[config.mk]
export PLATFORM = sky130hd
export DESIGN_NAME = fia_ctrl
export DESIGN_NICKNAME = d
export VERILOG_FILES = /design/src/hdl/fia_pkg.sv /design/src/hdl/fia_ctrl.sv
export SDC_FILE = /design/constraint.sdc
export NUM_CORES = 1
export LEC_CHECK = 0
export BUFFER_PORTS_ARGS = -buffer_cell sky130_fd_sc_hd__buf_2
export CAP_MARGIN = 15
export CORE_MARGIN = 8
export CORE_UTILIZATION = 50
export CTS_BUF_LIST = sky130_fd_sc_hd__clkbuf_4 sky130_fd_sc_hd__clkbuf_8 sky130_fd_sc_hd__clkbuf_16
export DETAILED_ROUTE_END_ITERATION = 8
export PLACE_DENSITY = 0.85
export REMOVE_ABC_BUFFERS = 1
export SLEW_MARGIN = 20
export SYNTH_ARGS = -nofsm -noshare
export SYNTH_HDL_FRONTEND = slang
export SYNTH_SLANG_ARGS = --single-unit
[constraint.sdc]
create_clock -name clock -period 1.9 [get_ports clock]
set_input_delay 0.19 -clock clock [delete_from_list [all_inputs] [get_ports clock]]
set_output_delay 0.19 -clock clock [all_outputs]
set_load 0.005 [all_outputs]
[src/hdl/fia_pkg.sv]
// Shared types, constants and tables for the field-of-view information accumulator.
`timescale 1ns / 1ps

package fia_pkg;

   localparam int VW = 34;           // normalized vector / CORDIC lane width
   localparam int MW = 35;           // shared multiplier operand width
   localparam int PW = 2 * MW;       // product width
   localparam int QW = 20;           // weight quotient bits
   localparam int CNT_W = 6;         // sequencer counter width
   localparam int CSR_IW = 3;
   localparam int CSR_DW = 32;

   localparam logic [CSR_IW-1:0] CSR_SENSOR_X  = 3'd0;
   localparam logic [CSR_IW-1:0] CSR_SENSOR_Y  = 3'd1;
   localparam logic [CSR_IW-1:0] CSR_SENSOR_Z  = 3'd2;
   localparam logic [CSR_IW-1:0] CSR_HEADING   = 3'd3;
   localparam logic [CSR_IW-1:0] CSR_HALF_VIEW = 3'd4;
   localparam logic [CSR_IW-1:0] CSR_RANGE_MIN = 3'd5;
   localparam logic [CSR_IW-1:0] CSR_RANGE_MAX = 3'd6;

   typedef enum logic [3:0] {
      OP_IDLE,
      OP_LOAD,
      OP_NORM_LOAD2,
      OP_NORM_LOAD3,
      OP_NORM_STEP,
      OP_CORD_INIT,
      OP_CORD_STEP,
      OP_SQRT_INIT,
      OP_SQRT_STEP,
      OP_DIV_INIT,
      OP_DIV_STEP,
      OP_EMIT
   } dp_op_type;

   typedef enum logic [3:0] {
      MS_NONE,
      MS_RX2,
      MS_RY2,
      MS_RZ2,
      MS_RMIN2,
      MS_RMAX2,
      MS_VX2,
      MS_VY2,
      MS_VZ2,
      MS_DOTX,
      MS_DOTY,
      MS_DOTZ,
      MS_WA,
      MS_WAB
   } mul_sel_type;

   typedef enum logic [4:0] {
      S_IDLE,
      S_SQ,
      S_SQ_DRAIN,
      S_RANGE,
      S_NORM2,
      S_CORD,
      S_AZ,
      S_NORM3,
      S_MUL3,
      S_MUL3_DRAIN,
      S_SQRT,
      S_DIV_INIT,
      S_DIV,
      S_TERM,
      S_TERM_DRAIN,
      S_FINISH,
      S_EMIT
   } ctrl_state_type;

   typedef struct packed {
      dp_op_type   op;
      mul_sel_type mul;
      logic [2:0]  term;
      logic [4:0]  iter;
   } dp_cmd_type;

   typedef struct packed {
      logic keep_range;
      logic keep_az;
      logic norm_done;
      logic norm_zero;
      logic last;
      logic out_free;
   } dp_status_type;

   // atan(2^-i) in units of 2^32 per turn
   function automatic logic [31:0] atan_turn(input logic [4:0] i);
      case (i)
         5'd0:  atan_turn = 32'h20000000;
         5'd1:  atan_turn = 32'h12E4051E;
         5'd2:  atan_turn = 32'h09FB385B;
         5'd3:  atan_turn = 32'h051111D4;
         5'd4:  atan_turn = 32'h028B0D43;
         5'd5:  atan_turn = 32'h0145D7E1;
         5'd6:  atan_turn = 32'h00A2F61E;
         5'd7:  atan_turn = 32'h00517C55;
         5'd8:  atan_turn = 32'h0028BE53;
         5'd9:  atan_turn = 32'h00145F2F;
         5'd10: atan_turn = 32'h000A2F98;
         5'd11: atan_turn = 32'h000517CC;
         5'd12: atan_turn = 32'h00028BE6;
         5'd13: atan_turn = 32'h000145F3;
         5'd14: atan_turn = 32'h0000A2FA;
         5'd15: atan_turn = 32'h0000517D;
         5'd16: atan_turn = 32'h000028BE;
         5'd17: atan_turn = 32'h0000145F;
         5'd18: atan_turn = 32'h00000A30;
         5'd19: atan_turn = 32'h00000518;
         5'd20: atan_turn = 32'h0000028C;
         5'd21: atan_turn = 32'h00000146;
         5'd22: atan_turn = 32'h000000A3;
         5'd23: atan_turn = 32'h00000051;
         5'd24: atan_turn = 32'h00000029;
         5'd25: atan_turn = 32'h00000014;
         5'd26: atan_turn = 32'h0000000A;
         5'd27: atan_turn = 32'h00000005;
         5'd28: atan_turn = 32'h00000003;
         5'd29: atan_turn = 32'h00000001;
         5'd30: atan_turn = 32'h00000001;
         default: atan_turn = 32'h00000000;
      endcase
   endfunction

   // row / column of the k-th unique matrix entry: xx xy xz yy yz zz
   function automatic logic [1:0] term_row(input logic [2:0] k);
      case (k)
         3'd3, 3'd4: term_row = 2'd1;
         3'd5:       term_row = 2'd2;
         default:    term_row = 2'd0;
      endcase
   endfunction

   function automatic logic [1:0] term_col(input logic [2:0] k);
      case (k)
         3'd1, 3'd3:       term_col = 2'd1;
         3'd2, 3'd4, 3'd5: term_col = 2'd2;
         default:          term_col = 2'd0;
      endcase
   endfunction

endpackage

[src/hdl/fia_ctrl.sv]
// Sequencer for the accumulator: steps the datapath through range, azimuth, weight, sums.
`timescale 1ns / 1ps

module fia_ctrl #(
   parameter int CORDIC_STEPS = 16
) (
   input  logic                   clock,
   input  logic                   reset,
   input  logic                   req_valid,
   output logic                   req_ready,
   input  fia_pkg::dp_status_type status,
   output fia_pkg::dp_cmd_type    cmd
);

   localparam int CW = fia_pkg::CNT_W;

   fia_pkg::ctrl_state_type state_ff, state_in;
   logic [CW-1:0]           cnt_ff, cnt_in;

   always_ff @(posedge clock) begin
      if (reset) begin
         state_ff <= fia_pkg::S_IDLE;
         cnt_ff   <= '0;
      end else begin
         state_ff <= state_in;
         cnt_ff   <= cnt_in;
      end
   end

   always_comb begin
      state_in  = state_ff;
      cnt_in    = cnt_ff;
      req_ready = 1'b0;
      cmd.op    = fia_pkg::OP_IDLE;
      cmd.mul   = fia_pkg::MS_NONE;
      cmd.term  = cnt_ff[3:1];
      cmd.iter  = cnt_ff[4:0];
      case (state_ff)
         fia_pkg::S_IDLE: begin
            req_ready = 1'b1;
            if (req_valid) begin
               cmd.op   = fia_pkg::OP_LOAD;
               cnt_in   = '0;
               state_in = fia_pkg::S_SQ;
            end
         end
         fia_pkg::S_SQ: begin
            case (cnt_ff[2:0])
               3'd0:    cmd.mul = fia_pkg::MS_RX2;
               3'd1:    cmd.mul = fia_pkg::MS_RY2;
               3'd2:    cmd.mul = fia_pkg::MS_RZ2;
               3'd3:    cmd.mul = fia_pkg::MS_RMIN2;
               default: cmd.mul = fia_pkg::MS_RMAX2;
            endcase
            if (cnt_ff == CW'(4)) begin
               cnt_in   = '0;
               state_in = fia_pkg::S_SQ_DRAIN;
            end else begin
               cnt_in = cnt_ff + 1'b1;
            end
         end
         fia_pkg::S_SQ_DRAIN: state_in = fia_pkg::S_RANGE;
         fia_pkg::S_RANGE: begin
            if (status.keep_range) begin
               cmd.op   = fia_pkg::OP_NORM_LOAD2;
               state_in = fia_pkg::S_NORM2;
            end else begin
               state_in = fia_pkg::S_FINISH;
            end
         end
         fia_pkg::S_NORM2: begin
            if (status.norm_zero || status.norm_done) begin
               // normalized: start the rotations; with no horizontal offset azimuth stays zero, skip them
               cmd.op   = fia_pkg::OP_CORD_INIT;
               cnt_in   = '0;
               state_in = status.norm_zero ? fia_pkg::S_AZ : fia_pkg::S_CORD;
            end else begin
               cmd.op = fia_pkg::OP_NORM_STEP;
            end
         end
         fia_pkg::S_CORD: begin
            cmd.op = fia_pkg::OP_CORD_STEP;
            if (cnt_ff == CW'(CORDIC_STEPS - 1)) begin
               cnt_in   = '0;
               state_in = fia_pkg::S_AZ;
            end else begin
               cnt_in = cnt_ff + 1'b1;
            end
         end
         fia_pkg::S_AZ: begin
            if (status.keep_az) begin
               cmd.op   = fia_pkg::OP_NORM_LOAD3;
               state_in = fia_pkg::S_NORM3;
            end else begin
               state_in = fia_pkg::S_FINISH;
            end
         end
         fia_pkg::S_NORM3: begin
            if (status.norm_zero || status.norm_done) begin
               cnt_in   = '0;
               state_in = fia_pkg::S_MUL3;
            end else begin
               cmd.op = fia_pkg::OP_NORM_STEP;
            end
         end
         fia_pkg::S_MUL3: begin
            case (cnt_ff[2:0])
               3'd0:    cmd.mul = fia_pkg::MS_VX2;
               3'd1:    cmd.mul = fia_pkg::MS_VY2;
               3'd2:    cmd.mul = fia_pkg::MS_VZ2;
               3'd3:    cmd.mul = fia_pkg::MS_DOTX;
               3'd4:    cmd.mul = fia_pkg::MS_DOTY;
               default: cmd.mul = fia_pkg::MS_DOTZ;
            endcase
            if (cnt_ff == CW'(5)) begin
               cnt_in   = '0;
               state_in = fia_pkg::S_MUL3_DRAIN;
            end else begin
               cnt_in = cnt_ff + 1'b1;
            end
         end
         fia_pkg::S_MUL3_DRAIN: begin
            // squared length is complete here, the dot product lands this cycle
            cmd.op   = fia_pkg::OP_SQRT_INIT;
            cnt_in   = '0;
            state_in = fia_pkg::S_SQRT;
         end
         fia_pkg::S_SQRT: begin
            cmd.op = fia_pkg::OP_SQRT_STEP;
            if (cnt_ff == CW'(31)) begin
               cnt_in   = '0;
               state_in = fia_pkg::S_DIV_INIT;
            end else begin
               cnt_in = cnt_ff + 1'b1;
            end
         end
         fia_pkg::S_DIV_INIT: begin
            cmd.op   = fia_pkg::OP_DIV_INIT;
            cnt_in   = '0;
            state_in = fia_pkg::S_DIV;
         end
         fia_pkg::S_DIV: begin
            cmd.op = fia_pkg::OP_DIV_STEP;
            if (cnt_ff == CW'(fia_pkg::QW - 1)) begin
               cnt_in   = '0;
               state_in = fia_pkg::S_TERM;
            end else begin
               cnt_in = cnt_ff + 1'b1;
            end
         end
         fia_pkg::S_TERM: begin
            // even count: w*|ni|, odd count: that product times |nj|
            cmd.mul = cnt_ff[0] ? fia_pkg::MS_WAB : fia_pkg::MS_WA;
            if (cnt_ff == CW'(11)) begin
               cnt_in   = '0;
               state_in = fia_pkg::S_TERM_DRAIN;
            end else begin
               cnt_in = cnt_ff + 1'b1;
            end
         end
         fia_pkg::S_TERM_DRAIN: state_in = fia_pkg::S_FINISH;
         fia_pkg::S_FINISH: state_in = status.last ? fia_pkg::S_EMIT : fia_pkg::S_IDLE;
         fia_pkg::S_EMIT: begin
            if (status.out_free) begin
               cmd.op   = fia_pkg::OP_EMIT;
               state_in = fia_pkg::S_IDLE;
            end
         end
         default: state_in = fia_pkg::S_IDLE;
      endcase
   end

endmodule

==> run summary, run 1 <==
status: complete, no violations
WP data required: 2070 ps
Psw: 520 uW
first-pass GRT wire length: 5.82 mm
Design Area, Final: 1680 sq um
GP Congestion: 0.910
DR DRC count: 0
cell with the most instances after synthesis: nor2_1
internal reg-to-reg setup slack: 20 ps
Async SR Flop Fraction: 0%
Seq/Total Area, Yosys: 17.0%
Sw Ratio: 41.4%
starting density of the core: 52.3%
Die Width: 66.9 um
simple-gate portion of the synthesized area: 27.7%
Reg-to-Reg End: state_ff[0]
die area: 4470 sq um
fin crit share: 98.8%
post-route insts no fill: 238
number of global-route vias before repair: 1,298
Synth Area in XOR/XNOR: 1.35%
CTS tree: built
hold depth: 3
WL/cell: 15.6 um
# fillers: 217
Final min period: 1880 ps
Max Clk Rate: 0.533 GHz
CTS root buf: clkbuf_4
HPWL Detailed: 2.67 mm
clock share of power: 14.6%
worst-margin pin slew: 477 ps
Sink Count: 11
mux contribution to synthesized area: 5.12%
clock-pin slew on the worst setup and hold paths: 80 ps
clock skew: 6.64 ps
hold path start: status[1]
Power Dens Cells: 747 nW/um^2
routed vias/inst: 6.09
initial antenna violation count: 0
cell count after synthesis: 174
largest family of logic cells by synthesized area: compound AO/OA/AOI/OAI gates
combinational share of power: 62.0%
I/O pin cnt: 26
final wirelength: 3.71 mm
RR Startpoint: cnt_ff[3]
dominant cell type by area after synthesis: dfxtp_1
Area growth, synth to finish: 29.7%
DP Area: 1520 sq um
Post-synth EDFFs: 0
n_diodes: 0
number of synthesized register bits: 11
top cells by area, synth: dfxtp_1, buf_4, nor2_1
Rel. slew slack: 68.1%
final hold viol count: 0
Avg Synthesized Cell Area: 7.44 sq um
clk buf depth: 2
Crit Path Category: reg2reg
# port buffers: 25
area of the multi-input gates: 998 sq um
Max FO, Critical Path: 6
Final Max Slew Viols: 0
Compound-Gate Fraction of Synth Area: 32.9%
worst r2r path cells: 5
NumNets Final: 223
CP Capture Type: flop
die height: 66.9 um
post-synthesis adder-cell area fraction: 4.83%
Initial DRT Pass Iterations: 4
total gr overflow: 0
final antenna-violating net count: 0
Vias: 1,450
Total GRT Usage: 16.1%
Synth cell types: 58
Synth Flop Type: dfxtp_1
commonest cells in the netlist: nor2_1, a21oi_1, dfxtp_1, o21ai_0
sequential share of power: 23.4%
hold crit path type: in2reg
WP data arrival: 2040 ps
Internal: 735 uW
placed instance count: 230
Yosys top cell area share: 17.0%
maxcap violations: 0
core area: 2480 sq um
CTS buffer count: 3
Yosys warnings: 0
share of layout cells above drive strength 1: 41.3%
Post-Syn Area: 1290 sq um
standard-cell rows: 18
Leakage Power: 0.000667 uW
CP Launch Type: flop
largest net degree at the start of global routing: 19
VDD IR max: 0.464 mV
worst-skew pair later-pin latency: 280 ps
sink of the worst hold path: state_ff[4]
initial DRC count: 106
sequential cell area: 238 sq um
Setup-failing EPs final: 0
H-tree lvl count: 1
through the flow:
step                hold slack, ps  power (uW)  util [%]  setup TNS, ps  setup slack [ps]
floorplan                      259         704         -          -1400              -245
global placement               470         954      61.3              0              31.7
detailed placement             474         959      61.3              0             0.435
CTS                            170        1180      63.9              0              1.07
global route                   174        1340      67.8           -112             -48.7
finish                         171        1250      67.8              0              22.7
power by group through the flow:
stage               combinational [uW]  clock (uW)  sequential [uW]
CTS                                697         191              295
detailed placement                 669           0              290
global route                       849         198              297
finish                             778         183              293
global placement                   665           0              289
floorplan                          370           0              334
cell usage in the layout (no fill, tap or decap), drive strengths merged, types with 2 or more instances in the layout:
master	Yosys	layout
nor3	3	3
buf	17	51
nor4	2	2
a2111oi	4	4
or3b	2	2
or3	3	3
o211ai	2	2
o22ai	3	3
nand3	8	8
nor2	17	17
nand2b	4	4
o21ai	11	11
a22o	2	2
a31oi	3	3
inv	7	7
ha	5	5
a21oi	13	13
xnor2	2	2
a221o	2	2
and2	3	3
nand2	9	9
clkbuf	4	4
mux2	5	5
o21bai	2	2
o32a	2	2
nand3b	3	3
o31ai	2	2
nor2b	3	3
o32ai	2	2
dfxtp	11	11
cell families after synthesis:
kind of cell | after synthesis
compound gates | 58
xor+xnor | 2
fa+ha+maj | 5
buf+inv | 28
flops | 11
mux | 6
simple gates | 64
what timing repair did:
item | in CTS | in global routing
gates resized for setup | 12 | 18
hold buffers | 0 | 0
cloned | 0 | 0
pin swaps | 1 | 5
endpoints found under the setup margin | 6 | 12
setup buffers | 0 | 4
area by class of cell:
| type | count | share of cell area (%) |
|---|---|---|
| Multi-Input combinational cell | 135 | 59.5 |
| Timing Repair Buffer | 51 | 20.8 |
| Sequential cell | 11 | 14.2 |
| Tap cell | 30 | 2.24 |
| Clock buffer | 4 | 1.79 |
| Inverter | 7 | 1.56 |
critical path: stages, from the launching register on:
cell       delay [ps]
dfxtp_4           360
or3b_1            390
a2111oi_2         320
o32a_2            260
nand3b_2          110
mux2_1            330
flip-flops by register name (all words and copies together) (netlist names):
| register | flops |
|---|---|
| state_ff | 5 |
| cnt_ff | 6 |
layer usage:
layer	vias up	track usage [%]	part of all wire, %
li1	712	-	-
met1	672	20.3	43
met2	62	25.8	47
met3	4	5.37	9.3
met4	0	3.13	0.78
met5	-	0	0
worst max path at each step:
stage,depth (start not counted),slack [ps],end,startpoint
finish,5,20,state_ff[0],cnt_ff[3]
global route,6,-50,cmd[12],state_ff[2]
detailed placement,6,0.4,state_ff[0],cnt_ff[4]
global placement,5,30,state_ff[1],cnt_ff[3]
CTS,5,1,state_ff[0],cnt_ff[3]
floorplan,5,-250,state_ff[0],state_ff[2]
No activity file was read; power rests on OpenSTA's default activity.
==> run 2: changes to the inputs <==
--- a/config.mk
+++ b/config.mk
@@ -8,10 +8,10 @@
 export BUFFER_PORTS_ARGS = -buffer_cell sky130_fd_sc_hd__buf_2
 export CAP_MARGIN = 15
 export CORE_MARGIN = 8
-export CORE_UTILIZATION = 50
+export CORE_UTILIZATION = 51
 export CTS_BUF_LIST = sky130_fd_sc_hd__clkbuf_4 sky130_fd_sc_hd__clkbuf_8 sky130_fd_sc_hd__clkbuf_16
 export DETAILED_ROUTE_END_ITERATION = 8
-export PLACE_DENSITY = 0.85
+export PLACE_DENSITY = 0.84
 export REMOVE_ABC_BUFFERS = 1
 export SLEW_MARGIN = 20
 export SYNTH_ARGS = -nofsm -noshare
==> constraint.sdc (replaced) <==
create_clock -name clock -period 2 [get_ports clock]
set_input_delay 0.2 -clock clock [delete_from_list [all_inputs] [get_ports clock]]
set_output_delay 0.2 -clock clock [all_outputs]
set_load 0.005 [all_outputs]
==> run 2 against run 1 <==
Compared with the run above:
- combinational power shrank 9.6%
- power shrank 7.4%
- highest routed layer unchanged
- non-clock buffer count shrank 7
- first-iteration DRC count grew 25%
- hold slack gained 17 ps
- utilization shrank 3.3 points
- cell count shrank 2.9%
- largest cell class unchanged
- via count grew 4.3%
- sequential power shrank 3%
==> run summary, run 2 (synthesis gave the netlist of run 1 again) <==
status: complete, no violations (unchanged)
CP Launch Type: flop (unchanged)
maxcap violations: 0 (unchanged)
Crit Path Category: reg2reg (unchanged)
WP data required: 2220 ps (was 2070 ps)
I/O pin cnt: 26 (unchanged)
commonest non-fill, non-tap cells in the layout: buf_2, nor2_1, buf_4 (was buf_2, buf_4, nor2_1)
final wirelength: 3.90 mm (was 3.71 mm)
Setup-failing EPs final: 0 (unchanged)
HPWL Detailed: 2.74 mm (was 2.67 mm)
DR DRC count: 0 (unchanged)
standard-cell rows: 18 (unchanged)
CP max stage cell: a2111oi_0 (was or3b_1)
Power Dens Cells: 741 nW/um^2 (was 747 nW/um^2)
Final Max Slew Viols: 0 (unchanged)
# port buffers: 25 (unchanged)
final antenna-violating net count: 0 (unchanged)
fin crit share: 99.3% (was 98.8%)
number of global-route vias before repair: 1,357 (was 1,298)
GP Congestion: 0.954 (was 0.910)
Max Clk Rate: 0.503 GHz (was 0.533 GHz)
initial antenna violation count: 0 (unchanged)
VDD IR max: 0.389 mV (was 0.464 mV)
hold crit path type: in2reg (unchanged)
n_diodes: 0 (unchanged)
Total GRT Usage: 16.4% (was 16.1%)
total gr overflow: 0 (unchanged)
WL/cell: 16.9 um (was 15.6 um)
largest net degree at the start of global routing: 18 (was 19)
Rel. slew slack: 72.0% (was 68.1%)
routed vias/inst: 6.55 (was 6.09)
Final min period: 1990 ps (was 1880 ps)
Die Width: 66.4 um (was 66.9 um)
WP data arrival: 2200 ps (was 2040 ps)
critical-path cell list: buf_4, nor4bb_1, o311a_1, a31oi_4, a2111oi_0, a221o_1 (was or3b_1, a2111oi_2, o32a_2, nand3b_2, mux2_1)
Design Area, Final: 1570 sq um (was 1680 sq um)
Initial DRT Pass Iterations: 5 (was 4)
die area: 4410 sq um (was 4470 sq um)
Area growth, synth to finish: 21.1% (was 29.7%)
NumNets Final: 216 (was 223)
RR Startpoint: state_ff[4] (was cnt_ff[3])
die height: 66.4 um (was 66.9 um)
clock skew: 4.52 ps (was 6.64 ps)
worst-margin pin slew: 418 ps (was 477 ps)
worst-skew pair later-pin latency: 280 ps (about the same)
DP Area: 1470 sq um (was 1520 sq um)
CTS buffer count: 3 (unchanged)
starting density of the core: 53.2% (was 52.3%)
share of layout cells above drive strength 1: 35.3% (was 41.3%)
final hold viol count: 0 (unchanged)
setup_tns: 0 ps (unchanged)
CTS tree: built (unchanged)
first-pass GRT wire length: 5.85 mm (was 5.82 mm)
Sink Count: 11 (unchanged)
Max FO, Critical Path: 14 (was 6)
# fillers: 207 (was 217)
Vias: 1,513 (was 1,450)
commonest non-fill, non-tap cell in the layout: buf_2 (unchanged)
max FFs per register: 6 (unchanged)
Most flops, register: cnt_ff (unchanged)
Largest stage delay, worst path: 420 ps (was 390 ps)
Leakage Power: 0.000625 uW (was 0.000667 uW)
core area: 2430 sq um (was 2480 sq um)
hold path start: reset (was status[1])
Top Registers: cnt_ff x6, state_ff x5 (unchanged)
CTS root buf: clkbuf_4 (unchanged)
CP Capture Type: flop (unchanged)
initial DRC count: 132 (was 106)
H-tree lvl count: 1 (unchanged)
clk buf depth: 2 (unchanged)
crit path launch: state_ff[4] (was cnt_ff[3])
clock-pin slew on the worst setup and hold paths: 80 ps (about the same)
-- run 2: worst paths after layout --
path	depth (start not counted)	to	slack [ps]
setup / recovery	6	cnt_ff[3]	10
hold reg to reg	1	cnt_ff[3]	600
setup reg to reg	6	cnt_ff[3]	10
hold / removal	2	state_ff[4]	190
-- run 2: where the power goes --
part,internal (uW),switching (uW)
logic,325,379
registers,244,39.7
clock network,90.9,83.3
-- run 2: layout make-up --
type | count | area, sq um | area share, %
repair buffers | 44 | 288 | 18.4
flip-flops and latches | 11 | 229 | 14.6
clock buffers | 4 | 30.0 | 1.92
multi-input cells | 135 | 957 | 61.1
inverters | 7 | 26.3 | 1.68
well taps | 30 | 37.5 | 2.39
-- run 2: per-stage QoR --
step	util [%]	instances	worst slack (ps)	total power, uW	hold WS [ps]
finish	64.5	231	13.8	1160	188
global route	64.5	231	-56.9	1240	196
CTS	61.9	229	-16.2	1060	193
detailed placement	60.4	225	58.3	888	477
global placement	60.4	225	105	866	466
floorplan	-	153	-145	669	269
-- run 2: worst max-delay path, delay by kind of cell (launching register included) --
family	cells	cell delay, ps
AO/OA/AOI/OAI	4	930
buffers and inverters	1	220
flip-flops	1	380
AND/OR/NAND/NOR	1	400
-- run 2: repair_timing --
action,4_1_cts,5_1_grt
setup buffers,0,2
hold buffers,0,0
endpoints found under the setup margin,3,11
gates resized for setup,3,12
pin swaps,0,1
-- run 2: layer usage --
metal	wire length [um]	vias up	global-route usage, %
met2	1880	99	27.9
met3	374	20	3.22
met4	164	0	6.40
met5	0	-	0
li1	-	698	-
met1	1490	696	19.7
==> run 3: changes to the inputs <==
==> constraint.sdc (replaced) <==
create_clock -name clock -period 2 [get_ports clock]
set_input_delay 0.1 -clock clock [delete_from_list [all_inputs] [get_ports clock]]
set_output_delay 0.1 -clock clock [all_outputs]
set_load 0.005 [all_outputs]
==> run 3 against run 2 <==
Compared with the run above:
- global-route usage up 0.98 points
- die area unchanged
- non-clock buffer count up 1
- sequential share of layout area about the same
==> run summary, run 3 (synthesis gave the netlist of run 1 again) <==
status: complete, no violations (unchanged)
HPWL Detailed: 2.86 mm (was 2.74 mm)
WL/cell: 16.1 um (was 16.9 um)
met3 WL post-DR: 182 um (was 374 um)
GP Congestion: 0.950 (was 0.954)
Max FO, Critical Path: 7 (was 14)
share of layout cells above drive strength 1: 33.7% (was 35.3%)
hold crit path type: in2reg (unchanged)
Most flops, register: cnt_ff (unchanged)
Rel. slew slack: 68.8% (was 72.0%)
H-tree lvl count: 1 (unchanged)
maxcap violations: 0 (unchanged)
die area: 4410 sq um (unchanged)
Area growth, synth to finish: 19.9% (was 21.1%)
WP data required: 2170 ps (was 2220 ps)
core area: 2430 sq um (unchanged)
WP data arrival: 2110 ps (was 2200 ps)
Total GRT Usage: 17.4% (was 16.4%)
hold depth: 2 (unchanged)
top sig layer: met4 (unchanged)
clock-pin slew on the worst setup and hold paths: 80 ps (about the same)
number of global-route vias before repair: 1,347 (was 1,357)
clock skew: 7.12 ps (was 4.52 ps)
pre-CTS setup slack: 66.6 ps (was 58.3 ps)
Crit Path Category: reg2reg (unchanged)
Initial DRT Pass Iterations: 4 (was 5)
CTS buffer count: 3 (unchanged)
Final min period: 1940 ps (was 1990 ps)
final core utilization: 63.8% (was 64.5%)
CTS root buf: clkbuf_4 (unchanged)
Setup-failing EPs final: 0 (unchanged)
max FFs per register: 6 (unchanged)
Leakage Power: 0.000617 uW (was 0.000625 uW)
sink of the worst hold path: state_ff[2] (was state_ff[4])
met1 wire length: 1.68 mm (was 1.49 mm)
internal reg-to-reg setup slack: 60 ps (was 10 ps)
starting density of the core: 53.2% (unchanged)
# port buffers: 25 (unchanged)
CP Capture Type: flop (unchanged)
hold path start: reset (unchanged)
Reg-to-Reg End: state_ff[0] (was cnt_ff[3])
worst r2r path cells: 5 (was 6)
VDD IR max: 0.571 mV (was 0.389 mV)
initial antenna violation count: 0 (unchanged)
DR DRC count: 0 (unchanged)
Top Registers: cnt_ff x6, state_ff x5 (unchanged)
fin crit share: 96.9% (was 99.3%)
Sink Count: 11 (unchanged)
RSZ-0062 raised after global routing: false
commonest non-fill, non-tap cells in the layout: buf_2, buf_4, nor2_1 (was buf_2, nor2_1, buf_4)
Power Dens Cells: 709 nW/um^2 (was 741 nW/um^2)
crit path launch: state_ff[4] (unchanged)
# fillers: 209 (was 207)
routed vias/inst: 6.14 (was 6.55)
Setup WS post-layout: 61.5 ps (was 13.8 ps)
Pwr Total: 1100 uW (was 1160 uW)
largest net degree at the start of global routing: 15 (was 18)
Die Width: 66.4 um (unchanged)
Final Max Slew Viols: 0 (unchanged)
worst-skew pair later-pin latency: 280 ps (about the same)
worst-margin pin slew: 466 ps (was 418 ps)
final hold viol count: 0 (unchanged)
clk buf depth: 2 (unchanged)
final wirelength: 3.73 mm (was 3.90 mm)
final antenna-violating net count: 0 (unchanged)
standard-cell rows: 18 (unchanged)
NumNets Final: 217 (was 216)
die height: 66.4 um (unchanged)
total gr overflow: 0 (unchanged)
I/O pin cnt: 26 (unchanged)
CP Launch Type: flop (unchanged)
Vias: 1,424 (was 1,513)
commonest non-fill, non-tap cell in the layout: buf_2 (unchanged)
CTS tree: built (unchanged)
RR Startpoint: state_ff[4] (unchanged)
initial DRC count: 139 (was 132)
Max Clk Rate: 0.516 GHz (was 0.503 GHz)
first-pass GRT wire length: 6.13 mm (was 5.85 mm)
n_diodes: 0 (unchanged)
met2 WL: 1.78 mm (was 1.88 mm)
[run 3: how the worst max path moves through the flow]
stage | to | slack [ps] | cells after the start
2_1_floorplan | state_ff[0] | -150 | 5
3_3_place_gp | state_ff[0] | 140 | 5
3_5_place_dp | state_ff[0] | 70 | 5
4_1_cts | cmd[12] | 30 | 5
5_1_grt | state_ff[0] | 3 | 5
6_report | state_ff[0] | 60 | 5
[run 3: per-stage QoR]
stage               instances  hold WS [ps]  setup TNS, ps  cell area (sq um)
floorplan                 153           169           -621               1180
global placement          228           393              0               1490
detailed placement        228           387              0               1490
CTS                       232          96.8              0               1520
global route              232           121              0               1550
finish                    232           114              0               1550
[run 3: area by class of cell]
type	instances	area [sq um]	share of cell area (%)
Inverter	7	26.3	1.69
Timing Repair Buffer	45	275	17.7
Tap cell	30	37.5	2.42
Sequential cell	11	226	14.6
Multi-Input combinational cell	135	957	61.6
Clock buffer	4	30.0	1.93
[run 3: critical path, cell delays in order, from the launching register on]
cell and delay (ps):
dfxtp_1 500, mux2_2 390, o32ai_1 240, a32o_1 220, nand3b_2 160, mux2_1 320
[run 3: report_power, final]
group	switching, uW	internal [uW]	total [uW]
combinational	357	292	649
sequential	33.6	242	276
clock	84.6	91.0	176
[run 3: timing repair]
item | in CTS | in global routing
setup endpoints to repair | 0 | 8
hold buffers | 0 | 0
buffers inserted | 0 | 0
resized for setup | 0 | 9
[run 3: metal layers]
layer  global-route usage [%]  up-vias
met1                     21.6      656
met5                        0        -
li1                         -      708
met2                     28.5       50
met3                     3.39       10
met4                     7.20        0
